**src/sv/cid_pkg.sv**
```systemverilog
// ----------------------------------------------------------------------------
// cid_pkg: shared types and constants of the crash impact detector
// Field widths, register indexes, reset values, score constants and the
// command and status bundles between controller and datapath.
// ----------------------------------------------------------------------------
package cid_pkg;

	localparam int HISTORY_DEPTH = 20;
	localparam int POST_DEPTH    = 20;

	localparam int MAG_W     = 16;
	localparam int THR_W     = 15;
	localparam int SCORE_W   = 11;
	localparam int CNT_W     = 5;
	localparam int CFG_IDX_W = 3;
	localparam int CFG_DAT_W = 16;

	localparam logic [CFG_IDX_W-1:0] REG_CAL_OFFSET      = 3'd0;
	localparam logic [CFG_IDX_W-1:0] REG_IMPACT_THR      = 3'd1;
	localparam logic [CFG_IDX_W-1:0] REG_FREE_FALL_THR   = 3'd2;
	localparam logic [CFG_IDX_W-1:0] REG_STABLE_THR      = 3'd3;
	localparam logic [CFG_IDX_W-1:0] REG_LOOKBACK_COUNT  = 3'd4;
	localparam logic [CFG_IDX_W-1:0] REG_SKIP_COUNT      = 3'd5;

	localparam logic [MAG_W-1:0]        CAL_OFFSET_RST    = 16'd0;
	localparam logic [THR_W-1:0]        IMPACT_THR_RST    = 15'd5120;
	localparam logic signed [MAG_W-1:0] FREE_FALL_THR_RST = -16'sd1792;
	localparam logic [THR_W-1:0]        STABLE_THR_RST    = 15'd512;
	localparam logic [CNT_W-1:0]        LOOKBACK_RST      = 5'd10;
	localparam logic [CNT_W-1:0]        SKIP_RST          = 5'd3;

	localparam logic [SCORE_W-1:0] SCORE_MAX    = 11'd2047;
	localparam logic [SCORE_W-1:0] ADD_PRE_FALL = 11'd102;
	localparam logic [SCORE_W-1:0] ADD_POST     = 11'd154;
	localparam logic [SCORE_W-1:0] ALERT_LEVEL  = 11'd128;

	// excess / 100 as (excess * DIV_MUL) >> DIV_SHIFT, exact for 15-bit excess
	localparam int              PROD_W    = 31;
	localparam int              DIV_SHIFT = 22;
	localparam logic [15:0]     DIV_MUL   = 16'd41944;

	typedef struct packed {
		logic load;
		logic post_write;
		logic pscan_start;
		logic post_finish;
		logic check;
		logic mul;
		logic impact_start;
		logic pre_add;
		logic out_load;
	} cmd_t;

	typedef struct packed {
		logic impact;
		logic post_full;
		logic scan_busy;
		logic start_ok;
		logic out_free;
	} sts_t;

	function automatic logic [SCORE_W-1:0] sat_add(input logic [SCORE_W-1:0] a,
			input logic [SCORE_W-1:0] b);
		logic [SCORE_W:0] s;
		s = {1'b0, a} + {1'b0, b};
		return s[SCORE_W] ? SCORE_MAX : s[SCORE_W-1:0];
	endfunction

endpackage

```
**src/sv/cid_ifs.sv**
```systemverilog
// ----------------------------------------------------------------------------
// cid_ifs: channel interfaces of the crash impact detector
// Sample input, result output and configuration write channels.
// ----------------------------------------------------------------------------
interface cid_sample_if;
	logic                       valid;
	logic                       ready;
	logic [cid_pkg::MAG_W-1:0]  magnitude;

	modport source(output valid, output magnitude, input ready);
	modport sink(input valid, input magnitude, output ready);
endinterface

interface cid_result_if;
	logic                        valid;
	logic                        ready;
	logic                        crash_alert;
	logic [cid_pkg::SCORE_W-1:0] score;
	logic                        impact_active;
	logic                        analysis_done;

	modport source(output valid, output crash_alert, output score, output impact_active,
		output analysis_done, input ready);
	modport sink(input valid, input crash_alert, input score, input impact_active,
		input analysis_done, output ready);
endinterface

interface cid_cfg_if;
	logic                          valid;
	logic                          ready;
	logic [cid_pkg::CFG_IDX_W-1:0] index;
	logic [cid_pkg::CFG_DAT_W-1:0] data;

	modport source(output valid, output index, output data, input ready);
	modport sink(input valid, input index, input data, output ready);
endinterface

```
**src/sv/cid_ctrl.sv**
```systemverilog
// ----------------------------------------------------------------------------
// cid_ctrl: sequencing state machine of the crash impact detector
// Steps one item through post store or analysis, history update, impact
// start, history scan and result hand-off.
// ----------------------------------------------------------------------------
module cid_ctrl (
	input  logic          clk,
	input  logic          arst_n,
	input  logic          in_valid,
	output logic          in_ready,
	input  cid_pkg::sts_t sts,
	output cid_pkg::cmd_t cmd
);

	localparam logic [3:0] S_IDLE   = 4'd0;
	localparam logic [3:0] S_EVAL   = 4'd1;
	localparam logic [3:0] S_PSCAN  = 4'd2;
	localparam logic [3:0] S_PFIN   = 4'd3;
	localparam logic [3:0] S_CHECK  = 4'd4;
	localparam logic [3:0] S_DECIDE = 4'd5;
	localparam logic [3:0] S_DIV    = 4'd6;
	localparam logic [3:0] S_RSCAN  = 4'd7;
	localparam logic [3:0] S_RADD   = 4'd8;
	localparam logic [3:0] S_OUT    = 4'd9;

	logic [3:0] state_q;
	logic [3:0] state_d;

	always_comb begin
		state_d  = state_q;
		cmd      = '0;
		in_ready = 1'b0;
		case (state_q)
			S_IDLE: begin
				in_ready = 1'b1;
				if (in_valid) begin
					cmd.load = 1'b1;
					state_d  = S_EVAL;
				end
			end
			S_EVAL: begin
				if (sts.impact && !sts.post_full) begin
					cmd.post_write = 1'b1;
					state_d        = S_CHECK;
				end else if (sts.impact) begin
					cmd.pscan_start = 1'b1;
					state_d         = S_PSCAN;
				end else begin
					state_d = S_CHECK;
				end
			end
			S_PSCAN: begin
				if (!sts.scan_busy) state_d = S_PFIN;
			end
			S_PFIN: begin
				cmd.post_finish = 1'b1;
				state_d         = S_CHECK;
			end
			S_CHECK: begin
				cmd.check = 1'b1;
				state_d   = S_DECIDE;
			end
			S_DECIDE: begin
				if (sts.start_ok) begin
					cmd.mul = 1'b1;
					state_d = S_DIV;
				end else begin
					state_d = S_OUT;
				end
			end
			S_DIV: begin
				cmd.impact_start = 1'b1;
				state_d          = S_RSCAN;
			end
			S_RSCAN: begin
				if (!sts.scan_busy) state_d = S_RADD;
			end
			S_RADD: begin
				cmd.pre_add = 1'b1;
				state_d     = S_OUT;
			end
			S_OUT: begin
				if (sts.out_free) begin
					cmd.out_load = 1'b1;
					state_d      = S_IDLE;
				end
			end
			default: state_d = S_IDLE;
		endcase
	end

	always_ff @(posedge clk or negedge arst_n) begin
		if (!arst_n) state_q <= S_IDLE;
		else state_q <= state_d;
	end

endmodule

```
**src/sv/cid_dp.sv**
```systemverilog
// ----------------------------------------------------------------------------
// cid_dp: datapath of the crash impact detector
// Configuration registers, calibration, history ring and post window
// memories, the shared scan unit, score arithmetic and the output register.
// ----------------------------------------------------------------------------
module cid_dp #(
	parameter int HISTORY_DEPTH = cid_pkg::HISTORY_DEPTH,
	parameter int POST_DEPTH    = cid_pkg::POST_DEPTH
) (
	input  logic                            clk,
	input  logic                            arst_n,
	input  cid_pkg::cmd_t                   cmd,
	output cid_pkg::sts_t                   sts,
	input  logic [cid_pkg::MAG_W-1:0]       in_magnitude,
	input  logic                            cfg_we,
	input  logic [cid_pkg::CFG_IDX_W-1:0]   cfg_index,
	input  logic [cid_pkg::CFG_DAT_W-1:0]   cfg_data,
	input  logic                            out_ready,
	output logic                            out_valid,
	output logic                            out_crash_alert,
	output logic [cid_pkg::SCORE_W-1:0]     out_score,
	output logic                            out_impact_active,
	output logic                            out_analysis_done
);

	localparam int HAW = $clog2(HISTORY_DEPTH);
	localparam int HCW = $clog2(HISTORY_DEPTH + 1);
	localparam int PAW = $clog2(POST_DEPTH);
	localparam int PCW = $clog2(POST_DEPTH + 1);
	localparam int CW  = ((HCW > cid_pkg::CNT_W) ? HCW : cid_pkg::CNT_W) + 1;
	localparam int SW  = (PCW > cid_pkg::CNT_W) ? PCW : cid_pkg::CNT_W;
	localparam int LW  = (HCW > PCW) ? HCW : PCW;
	localparam int MW  = cid_pkg::MAG_W;

	localparam logic [HAW-1:0] WP_LAST = HAW'(HISTORY_DEPTH - 1);
	localparam logic [HCW-1:0] HD_N    = HCW'(HISTORY_DEPTH);
	localparam logic [PCW-1:0] PD_N    = PCW'(POST_DEPTH);
	localparam logic [HAW+1:0] HD_X    = (HAW+2)'(HISTORY_DEPTH);

	logic [MW-1:0]                   cal_q;
	logic [cid_pkg::THR_W-1:0]       imp_thr_q;
	logic signed [MW-1:0]            ff_thr_q;
	logic [cid_pkg::THR_W-1:0]       stab_thr_q;
	logic [cid_pkg::CNT_W-1:0]       lookback_q;
	logic [cid_pkg::CNT_W-1:0]       skip_q;

	always_ff @(posedge clk or negedge arst_n) begin
		if (!arst_n) begin
			cal_q      <= cid_pkg::CAL_OFFSET_RST;
			imp_thr_q  <= cid_pkg::IMPACT_THR_RST;
			ff_thr_q   <= cid_pkg::FREE_FALL_THR_RST;
			stab_thr_q <= cid_pkg::STABLE_THR_RST;
			lookback_q <= cid_pkg::LOOKBACK_RST;
			skip_q     <= cid_pkg::SKIP_RST;
		end else if (cfg_we) begin
			case (cfg_index)
				cid_pkg::REG_CAL_OFFSET:     cal_q      <= cfg_data;
				cid_pkg::REG_IMPACT_THR:     imp_thr_q  <= cfg_data[cid_pkg::THR_W-1:0];
				cid_pkg::REG_FREE_FALL_THR:  ff_thr_q   <= signed'(cfg_data);
				cid_pkg::REG_STABLE_THR:     stab_thr_q <= cfg_data[cid_pkg::THR_W-1:0];
				cid_pkg::REG_LOOKBACK_COUNT: lookback_q <= cfg_data[cid_pkg::CNT_W-1:0];
				cid_pkg::REG_SKIP_COUNT:     skip_q     <= cfg_data[cid_pkg::CNT_W-1:0];
				default: ;
			endcase
		end
	end

	// calibrate with saturation to signed Q8.8
	logic signed [MW:0]   diff;
	logic signed [MW-1:0] m_next;
	logic signed [MW-1:0] m_q;

	always_comb begin
		diff = signed'({1'b0, in_magnitude}) - signed'({1'b0, cal_q});
		if (diff[MW] != diff[MW-1]) m_next = diff[MW] ? {1'b1, {(MW-1){1'b0}}}
			: {1'b0, {(MW-1){1'b1}}};
		else m_next = diff[MW-1:0];
	end

	always_ff @(posedge clk) begin
		if (cmd.load) m_q <= m_next;
	end

	logic signed [MW-1:0]           thr_s;
	logic [MW-1:0]                  excess;
	logic [cid_pkg::PROD_W-1:0]     prod_s1;
	logic [cid_pkg::SCORE_W-1:0]    quot;

	assign thr_s  = signed'({1'b0, imp_thr_q});
	assign excess = m_q - thr_s;
	assign quot   = cid_pkg::SCORE_W'(prod_s1[cid_pkg::PROD_W-1:cid_pkg::DIV_SHIFT]);

	always_ff @(posedge clk) begin
		if (cmd.mul) prod_s1 <= cid_pkg::PROD_W'(excess[cid_pkg::THR_W-1:0])
			* cid_pkg::PROD_W'(cid_pkg::DIV_MUL);
	end

	// state flags
	logic                        impact_q;
	logic                        fresh_q;
	logic                        coll_q;
	logic                        post_done_q;
	logic                        alert_q;
	logic                        done_q;
	logic [cid_pkg::SCORE_W-1:0] lik_q;
	logic [HAW-1:0]              wp_q;
	logic [HAW-1:0]              wp_next;
	logic [HISTORY_DEPTH-1:0]    ring_vld_q;
	logic [PCW-1:0]              post_cnt_q;
	logic                        stab_q;
	logic                        fall_q;
	logic [cid_pkg::SCORE_W-1:0] post_add;

	assign wp_next  = (wp_q == WP_LAST) ? '0 : wp_q + 1'b1;
	assign post_add = (stab_q ? cid_pkg::ADD_POST : '0) + (fall_q ? cid_pkg::ADD_POST : '0);

	always_ff @(posedge clk or negedge arst_n) begin
		if (!arst_n) begin
			impact_q    <= 1'b0;
			fresh_q     <= 1'b1;
			coll_q      <= 1'b0;
			post_done_q <= 1'b0;
			alert_q     <= 1'b0;
			done_q      <= 1'b0;
			lik_q       <= '0;
			wp_q        <= '0;
			ring_vld_q  <= '0;
			post_cnt_q  <= '0;
		end else begin
			if (cmd.load) begin
				alert_q <= 1'b0;
				done_q  <= 1'b0;
			end
			if (cmd.post_write) post_cnt_q <= post_cnt_q + 1'b1;
			if (cmd.post_finish) begin
				lik_q       <= cid_pkg::sat_add(lik_q, post_add);
				impact_q    <= 1'b0;
				fresh_q     <= 1'b0;
				wp_q        <= '0;
				post_done_q <= 1'b1;
				done_q      <= 1'b1;
			end
			if (cmd.check) begin
				if (lik_q > cid_pkg::ALERT_LEVEL && !coll_q && post_done_q) begin
					coll_q  <= 1'b1;
					alert_q <= 1'b1;
				end
				if (!impact_q) begin
					ring_vld_q[wp_q] <= 1'b1;
					wp_q             <= wp_next;
					if (CW'(wp_next) > CW'(lookback_q)) fresh_q <= 1'b1;
				end
			end
			if (cmd.impact_start) begin
				lik_q       <= quot;
				coll_q      <= 1'b0;
				impact_q    <= 1'b1;
				post_done_q <= 1'b0;
				post_cnt_q  <= '0;
			end
			if (cmd.pre_add && fall_q) lik_q <= cid_pkg::sat_add(lik_q, cid_pkg::ADD_PRE_FALL);
		end
	end

	// memories
	logic signed [MW-1:0] ring_mem [HISTORY_DEPTH];
	logic signed [MW-1:0] post_mem [POST_DEPTH];
	logic signed [MW-1:0] ring_rd_s1;
	logic                 ring_ok_s1;
	logic signed [MW-1:0] post_rd_s1;

	// scan unit
	logic           scan_ring_q;
	logic [LW-1:0]  left_q;
	logic [HAW-1:0] raddr_q;
	logic [PAW-1:0] paddr_q;
	logic           issue;
	logic           rd_vld_s1;
	logic           rd_ring_s1;
	logic [PAW-1:0] ridx_s1;

	logic [HCW-1:0]       n_look;
	logic [HAW+1:0]       st_sum;
	logic [HAW-1:0]       ring_start;
	logic [cid_pkg::CNT_W-1:0] skip2;
	logic signed [MW-1:0] ring_v;
	logic signed [MW:0]   pv_x;
	logic [MW:0]          pv_abs;

	assign issue = (left_q != '0);

	always_comb begin
		n_look = (CW'(lookback_q) > CW'(HD_N)) ? HD_N : HCW'(lookback_q);
		st_sum = (HAW+2)'(wp_q) + HD_X - (HAW+2)'(n_look);
		ring_start = (st_sum >= HD_X) ? HAW'(st_sum - HD_X) : HAW'(st_sum);
		skip2  = (skip_q >= 5'd2) ? skip_q - 5'd2 : '0;
		ring_v = ring_ok_s1 ? ring_rd_s1 : '0;
		pv_x   = {post_rd_s1[MW-1], post_rd_s1};
		pv_abs = post_rd_s1[MW-1] ? unsigned'(-pv_x) : unsigned'(pv_x);
	end

	always_ff @(posedge clk) begin
		if (cmd.check && !impact_q) ring_mem[wp_q] <= m_q;
		if (issue && scan_ring_q) begin
			ring_rd_s1 <= ring_mem[raddr_q];
			ring_ok_s1 <= ring_vld_q[raddr_q];
		end
	end

	always_ff @(posedge clk) begin
		if (cmd.post_write) post_mem[post_cnt_q[PAW-1:0]] <= m_q;
		if (issue && !scan_ring_q) post_rd_s1 <= post_mem[paddr_q];
	end

	always_ff @(posedge clk or negedge arst_n) begin
		if (!arst_n) begin
			scan_ring_q <= 1'b0;
			left_q      <= '0;
			raddr_q     <= '0;
			paddr_q     <= '0;
			rd_vld_s1   <= 1'b0;
			rd_ring_s1  <= 1'b0;
			ridx_s1     <= '0;
			stab_q      <= 1'b1;
			fall_q      <= 1'b0;
		end else begin
			rd_vld_s1  <= issue;
			rd_ring_s1 <= scan_ring_q;
			ridx_s1    <= paddr_q;
			if (cmd.pscan_start) begin
				scan_ring_q <= 1'b0;
				left_q      <= LW'(POST_DEPTH);
				paddr_q     <= '0;
				stab_q      <= 1'b1;
				fall_q      <= 1'b0;
			end else if (cmd.impact_start) begin
				scan_ring_q <= 1'b1;
				left_q      <= LW'(n_look);
				raddr_q     <= ring_start;
				fall_q      <= 1'b0;
			end else begin
				if (issue) begin
					left_q <= left_q - 1'b1;
					if (scan_ring_q) raddr_q <= (raddr_q == WP_LAST) ? '0 : raddr_q + 1'b1;
					else paddr_q <= paddr_q + 1'b1;
				end
				if (rd_vld_s1) begin
					if (rd_ring_s1) begin
						if (ring_v < ff_thr_q) fall_q <= 1'b1;
					end else begin
						if (SW'(ridx_s1) >= SW'(skip_q)
								&& pv_abs > (MW+1)'(stab_thr_q)) stab_q <= 1'b0;
						if (SW'(ridx_s1) >= SW'(skip2) && post_rd_s1 < ff_thr_q)
							fall_q <= 1'b1;
					end
				end
			end
		end
	end

	// output register
	logic out_valid_q;

	always_ff @(posedge clk or negedge arst_n) begin
		if (!arst_n) out_valid_q <= 1'b0;
		else if (cmd.out_load) out_valid_q <= 1'b1;
		else if (out_ready) out_valid_q <= 1'b0;
	end

	always_ff @(posedge clk) begin
		if (cmd.out_load) begin
			out_crash_alert   <= alert_q;
			out_score         <= lik_q;
			out_impact_active <= impact_q;
			out_analysis_done <= done_q;
		end
	end

	assign out_valid = out_valid_q;

	always_comb begin
		sts.impact    = impact_q;
		sts.post_full = (post_cnt_q == PD_N);
		sts.scan_busy = issue || rd_vld_s1;
		sts.start_ok  = (m_q > thr_s) && !impact_q && fresh_q;
		sts.out_free  = !out_valid_q || out_ready;
	end

endmodule

```
**src/sv/crash_impact_detector.sv**
```systemverilog
// ----------------------------------------------------------------------------
// crash_impact_detector: collision detector on acceleration magnitude items
// Calibrates each sample, keeps a history ring and a post-impact window,
// scores an impact and raises a crash alert at most once per analyzed impact.
//
//   channel  role   handshake      payload
//   sample   sink   valid/ready    magnitude
//   result   source valid/ready    crash_alert, score, impact_active,
//                                  analysis_done
//   cfg      sink   valid/ready    index, data (ready always high)
//
// One item at a time. A plain sample passes evaluation, history update and
// the start decision before result load; a sample that starts an impact
// adds a history scan of lookback entries (at most HISTORY_DEPTH) on the
// single ring read port; an analyzing sample adds the post window scan of
// POST_DEPTH entries.
// The next sample is taken while the previous result waits in the output
// register; a stalled result holds the block before its next result load.
// Reset clears score, ring valid bits and flags, but sets fresh and stable.
// ----------------------------------------------------------------------------
module crash_impact_detector #(
	parameter int HISTORY_DEPTH = cid_pkg::HISTORY_DEPTH,
	parameter int POST_DEPTH    = cid_pkg::POST_DEPTH
) (
	input  logic          clk,
	input  logic          arst_n,
	cid_sample_if.sink    sample,
	cid_result_if.source  result,
	cid_cfg_if.sink       cfg
);

	cid_pkg::cmd_t cmd;
	cid_pkg::sts_t sts;

	assign cfg.ready = 1'b1;

	cid_ctrl u_ctrl (
		.clk      (clk),
		.arst_n   (arst_n),
		.in_valid (sample.valid),
		.in_ready (sample.ready),
		.sts      (sts),
		.cmd      (cmd)
	);

	cid_dp #(
		.HISTORY_DEPTH (HISTORY_DEPTH),
		.POST_DEPTH    (POST_DEPTH)
	) u_dp (
		.clk               (clk),
		.arst_n            (arst_n),
		.cmd               (cmd),
		.sts               (sts),
		.in_magnitude      (sample.magnitude),
		.cfg_we            (cfg.valid),
		.cfg_index         (cfg.index),
		.cfg_data          (cfg.data),
		.out_ready         (result.ready),
		.out_valid         (result.valid),
		.out_crash_alert   (result.crash_alert),
		.out_score         (result.score),
		.out_impact_active (result.impact_active),
		.out_analysis_done (result.analysis_done)
	);

	a_one_item: assert property (@(posedge clk) disable iff (!arst_n)
		sample.valid && sample.ready |=> !sample.ready)
		else $error("sample taken while an item is in flight");

	a_no_scan_idle: assert property (@(posedge clk) disable iff (!arst_n)
		sample.ready |-> !sts.scan_busy)
		else $error("scan still running while idle");

	a_load_shows: assert property (@(posedge clk) disable iff (!arst_n)
		cmd.out_load |=> result.valid)
		else $error("loaded result not presented");

endmodule
```
**src/flat_wrapper.sv**
```systemverilog
// flat-port wrapper written by rule: the top's interface ports become plain ports
module crash_impact_detector_flat 
#(
	parameter int HISTORY_DEPTH = cid_pkg::HISTORY_DEPTH,
	parameter int POST_DEPTH    = cid_pkg::POST_DEPTH
)
  (clk, arst_n, sample_valid, sample_magnitude, sample_ready, result_valid, result_crash_alert, result_score, result_impact_active, result_analysis_done, result_ready, cfg_valid, cfg_index, cfg_data, cfg_ready);
  cid_sample_if sample_i ();
  cid_result_if result_i ();
  cid_cfg_if cfg_i ();
  input  logic clk;
  input  logic arst_n;
  input wire logic [$bits(sample_i.valid)-1:0] sample_valid;
  input wire logic [$bits(sample_i.magnitude)-1:0] sample_magnitude;
  output wire logic [$bits(sample_i.ready)-1:0] sample_ready;
  output wire logic [$bits(result_i.valid)-1:0] result_valid;
  output wire logic [$bits(result_i.crash_alert)-1:0] result_crash_alert;
  output wire logic [$bits(result_i.score)-1:0] result_score;
  output wire logic [$bits(result_i.impact_active)-1:0] result_impact_active;
  output wire logic [$bits(result_i.analysis_done)-1:0] result_analysis_done;
  input wire logic [$bits(result_i.ready)-1:0] result_ready;
  input wire logic [$bits(cfg_i.valid)-1:0] cfg_valid;
  input wire logic [$bits(cfg_i.index)-1:0] cfg_index;
  input wire logic [$bits(cfg_i.data)-1:0] cfg_data;
  output wire logic [$bits(cfg_i.ready)-1:0] cfg_ready;
  assign sample_i.valid = sample_valid;
  assign sample_i.magnitude = sample_magnitude;
  assign sample_ready = sample_i.ready;
  assign result_valid = result_i.valid;
  assign result_crash_alert = result_i.crash_alert;
  assign result_score = result_i.score;
  assign result_impact_active = result_i.impact_active;
  assign result_analysis_done = result_i.analysis_done;
  assign result_i.ready = result_ready;
  assign cfg_i.valid = cfg_valid;
  assign cfg_i.index = cfg_index;
  assign cfg_i.data = cfg_data;
  assign cfg_ready = cfg_i.ready;
  crash_impact_detector #(.HISTORY_DEPTH(HISTORY_DEPTH), .POST_DEPTH(POST_DEPTH)) u_core (.clk(clk), .arst_n(arst_n), .sample(sample_i), .result(result_i), .cfg(cfg_i));
endmodule
```
**config.mk**
```make
export PLATFORM = sky130hd
export DESIGN_NAME = crash_impact_detector_flat
export DESIGN_NICKNAME = d
export VERILOG_FILES = /design/src/sv/cid_pkg.sv /design/src/sv/cid_ifs.sv /design/src/sv/cid_ctrl.sv /design/src/sv/cid_dp.sv /design/src/sv/crash_impact_detector.sv /design/src/flat_wrapper.sv
export SDC_FILE = /design/constraint.sdc
export NUM_CORES = 1
export LEC_CHECK = 0
export BUFFER_PORTS_ARGS = -buffer_cell sky130_fd_sc_hd__buf_2
export CAP_MARGIN = 5
export CORE_UTILIZATION = 60
export CTS_BUF_LIST = sky130_fd_sc_hd__clkbuf_4
export DETAILED_ROUTE_END_ITERATION = 16
export GPL_TIMING_DRIVEN = 0
export MAX_ROUTING_LAYER = met4
export PLACE_DENSITY = 0.76
export SLEW_MARGIN = 20
export SYNTH_ARGS = -nofsm -noshare
export SYNTH_HDL_FRONTEND = slang
export SYNTH_HIERARCHICAL = 1
export SYNTH_SLANG_ARGS = --single-unit
```
**constraint.sdc**
```tcl
create_clock -name clk -period 7.75 [get_ports clk]
set_input_delay 0.3875 -clock clk [delete_from_list [all_inputs] [get_ports clk]]
set_output_delay 0.3875 -clock clk [all_outputs]
set_load 0.01 [all_outputs]
```
==> impl_metrics.csv <==
group,metric,value,unit
status,status,"finished clean",
final_layout,finish.instance_area,47200,um2
sta,hold_violations,0,
synth,asyncSetResetFlopFracSynth,17.3,%
clocking,cts.root.buffer_cell,"sky130_fd_sc_hd__clkbuf_4",
min_path,hold_end,"u_core/u_dp/m_q[6]",
synth,synthesis.area_per_instance,15.4,um2
floorplan,die_height,264,um
global_routing,first_global_vias,26300,
synth,synthSimpleGateAreaFrac,5.82,%
global_routing,grt.overflow.total,0,
final_layout,postLayoutCoreUtil,69.9,%
worst_setup_path,crit_path_start,"u_core/u_dp/m_q[0]",
placement,finalWeightedCongestion,0.937,
drt,wirelength,103000,um
drt,antenna_violating_nets_post_route,0,
floorplan,floorplan.core_area,67500,um2
floorplan,floorplan.rows,95,
worst_setup_path,r2r_end,"u_core/u_dp/prod_s1[29]",
sta,worst_slack,0.336,ns
global_routing,grt_start_max_net_pins,100,
worst_setup_path,r2r-start,"u_core/u_dp/m_q[0]",
synth,mappedNetlistArea,41200,um2
clocking,path_clk_slew,0.07,ns
final_layout,drive_above_1_share,26.8,%
worst_setup_path,worst-endpoint-arrival,8.23,ns
drt,drt-vias-per-instance,6.12,
global_routing,grt_pass1_wl,155000,um
synth,share_of_the_synthesized_area_in_compound_gates_ao_oa_aoi_oai,5.50,%
worst_setup_path,critical_path.endpoint_type,"register",
floorplan,die_w,264,um
sta,finalHoldWorstSlack,0.145,ns
min_path,hold_path_depth,5,
sta,rsz_0062_raised_after_global_routing,"no",
worst_setup_path,worstPathRequired,8.57,ns
min_path,hp-class,"input pin to register",
worst_setup_path,r2r_cells,29,
final_layout,nFillCells,4335,
synth,synth.area.mux_share,12.1,%
final_layout,layout-area-overhead-vs-synth,14.5,%
min_path,hold_path_origin,"sample_magnitude[15]",
worst_setup_path,crit_fanout,11,
sta,skew,0.0769,ns
synth,synth_area_leaders,"sky130_fd_sc_hd__edfxtp_1 (52%), sky130_fd_sc_hd__mux4_2 (11%), sky130_fd_sc_hd__dfrtp_1 (8.1%)",
drt,initialDrtViolationCount,2556,
sta,setup_viol,0,
final_layout,multiInputGateArea,14900,um2
placement,dp_worst_slack,-0.888,ns
synth,synthDominantCellAreaShare,51.9,%
drt,drc_errors,0,
synth,synth-seq-cells,861,
synth,syn_nets,3016,
drt,vias,25200,
placement,hpwl,72100,um
sta,timing.slew.headroom,38.1,%
floorplan,fp.dieArea,69700,um2
final_layout,design.final.nets,3406,
floorplan,pin_count,57,
synth,synth_xor_xnor_area_share,1.55,%
synth,yosys_most_used_dff,"sky130_fd_sc_hd__edfxtp_1",
clocking,tritoncts,"done",
synth,synth_edf_count,712,
clocking,cts_max_level,4,
final_layout,seqCellArea,25100,um2
worst_setup_path,r2r_setup_slack,0.34,ns
synth,synth-seq-area-share,61.0,%
clocking,max-clock-path-buffers,3,
global_routing,antenna_found_initial,7,
sta,final_period_util,95.7,%
synth,yosysUniqueCellTypes,88,
drt,avgRoutedWirePerCell,25.0,um
clocking,clk_latency,1.10,ns
placement,portBuffers,55,
worst_setup_path,critical_path.max_stage_delay,0.54,ns
placement,place_area,43700,um2
drt,detailedRoute.firstPassIterationCount,8,
synth,post_synth_inst_count,2682,
worst_setup_path,critical-path-top-cell-by-count,"sky130_fd_sc_hd__fa_1",
worst_setup_path,cp-start-kind,"register",
sta,final_max_slew_viol_count,0,
clocking,tritoncts.num_buffers,206,
global_routing,grtUsageTotal,31.4,%
floorplan,floorplan.initialDensity,61.0,%
worst_setup_path,crit_path_top_delay_cell,"sky130_fd_sc_hd__fa_1",
worst_setup_path,worstSetupPathType,"register to register",
sta,period_needed,7.41,ns
clocking,cts.sink_count,861,
synth,synth_warnings,6,
synth,synth_top_family_by_area,"multiplexers",
run,cap_viol_max_count,0,
synth,library_cell_occupying_the_most_area_in_the_post_synthesis_netlist,"sky130_fd_sc_hd__edfxtp_1",
sta,max_clock_freq,135,MHz
synth,synthAdderAreaFrac,10.6,%
sta,worst_tran_pin_value,0.928,ns
==> metrics by stage <==
step | setup TNS, ns | cells
detailed placement | -4.53 | 3674
global placement | -4.87 | 3610
finish | 0 | 4125
floorplan | 0 | 2682
global route | 0 | 4123
CTS | 0 | 4108
==> per-layer routing <==
metal | part of all wire [%] | track usage [%] | wire, um | vias to the layer above
met4 | 4.0 | 13.8 | 4130 | 0
li1 | - | - | - | 11000
met3 | 8.5 | 6.94 | 8810 | 229
met1 | 39 | 40.3 | 40600 | 12700
met2 | 48 | 48.4 | 49600 | 1253
met5 | 0 | - | 0 | -
==> registers in the layout (all words and copies together), names as in the netlist, 4 cells and up <==
signal and count:
u_core/u_ctrl/state_q 4, u_core/u_dp/cal_q 16, u_core/u_dp/ff_thr_q 16, u_core/u_dp/imp_thr_q 15, u_core/u_dp/left_q 5, u_core/u_dp/lik_q 11
u_core/u_dp/lookback_q 5, u_core/u_dp/m_q 16, u_core/u_dp/out_score 11, u_core/u_dp/paddr_q 5, u_core/u_dp/post_cnt_q 5, u_core/u_dp/post_mem 320
u_core/u_dp/post_rd_s1 16, u_core/u_dp/prod_s1 9, u_core/u_dp/raddr_q 5, u_core/u_dp/ridx_s1 5, u_core/u_dp/ring_mem 320, u_core/u_dp/ring_rd_s1 16
u_core/u_dp/ring_vld_q 20, u_core/u_dp/skip_q 5, u_core/u_dp/stab_thr_q 15, u_core/u_dp/wp_q 5
==> cell type report <==
cell class	count	area share, %
diodes	8	0.0424
clock inverters	67	0.841
repair buffers	182	3.85
clock buffers	313	4.98
plain buffers	96	1.03
flip-flops and latches	861	53.3
multi-input cells	1474	31.7
inverters	251	2.00
well taps	873	2.32
==> worst max-delay path by stage <==
stage                               to  slack [ns]  cells past startpoint
4_1_cts        u_core/u_dp/prod_s1[29]        0.01                     24
6_report       u_core/u_dp/prod_s1[29]        0.34                     29
2_1_floorplan  u_core/u_dp/prod_s1[29]        0.67                     26
3_5_place_dp   u_core/u_dp/prod_s1[29]       -0.89                     27
3_3_place_gp   u_core/u_dp/prod_s1[29]       -0.91                     23
5_1_grt        u_core/u_dp/prod_s1[26]        0.03                     25
==> kinds of logic after synthesis <==
group,count (synthesis)
compound gates,357
xor+xnor,71
fa+ha+maj,309
buf+inv,347
flops,861
mux,246
other cells,1
simple gates,490
==> cell usage in the layout, fill, tap and decap left out, drive strengths merged, types with 11 or more instances in the layout <==
master       count
maj3            15
o211ai          11
dlygate4sd3     44
clkbuf         365
dfrtp          134
ha             223
mux4           198
edfxtp         712
and2            23
dfstp           15
a21oi           90
or2             23
xor2            25
nand3           27
mux2            41
nand2          175
a31oi           15
o21a            11
nor2b           17
o21ai          108
a211oi          13
inv            254
nand2b          33
nor3            22
a21o            34
buf            182
nor2           105
fa              71
nand4           17
clkinv          62
o22ai           11
xnor2           46
==> what timing repair did <==
item	CTS	global route
resized for setup	6	14
hold endpoints to repair	227	0
pin swaps	2	2
cloned	0	1
setup endpoints to repair	7	6
hold buffers	45	0
setup buffers	9	8
==> worst max-delay path: cells and delay by family (launching register included) <==
kind                     cells  cell delay, ns
AND/OR/NAND/NOR              5            0.86
adder cells (fa/ha/maj)      8            3.29
buffers and inverters        7            0.78
AO/OA/AOI/OAI                8            1.68
XOR/XNOR                     1            0.21
flip-flops                   1            0.37
==> cell usage after synthesis (all sizes together) (13+ instances only) <==
cell,instances
a211oi,13
a21o,34
a21oi,90
a31oi,15
and2,23
buf,45
clkbuf,51
dfrtp,134
dfstp,15
edfxtp,712
fa,71
ha,223
inv,249
maj3,15
mux2,41
mux4,198
nand2,175
nand2b,33
nand3,27
nand4,17
nor2,105
nor2b,17
nor3,22
o21ai,108
or2,23
xnor2,46
xor2,25
Power is left out: the tool's default activity adds up to more than one toggle a clock period on the data nets, which glitch-free logic cannot reach.
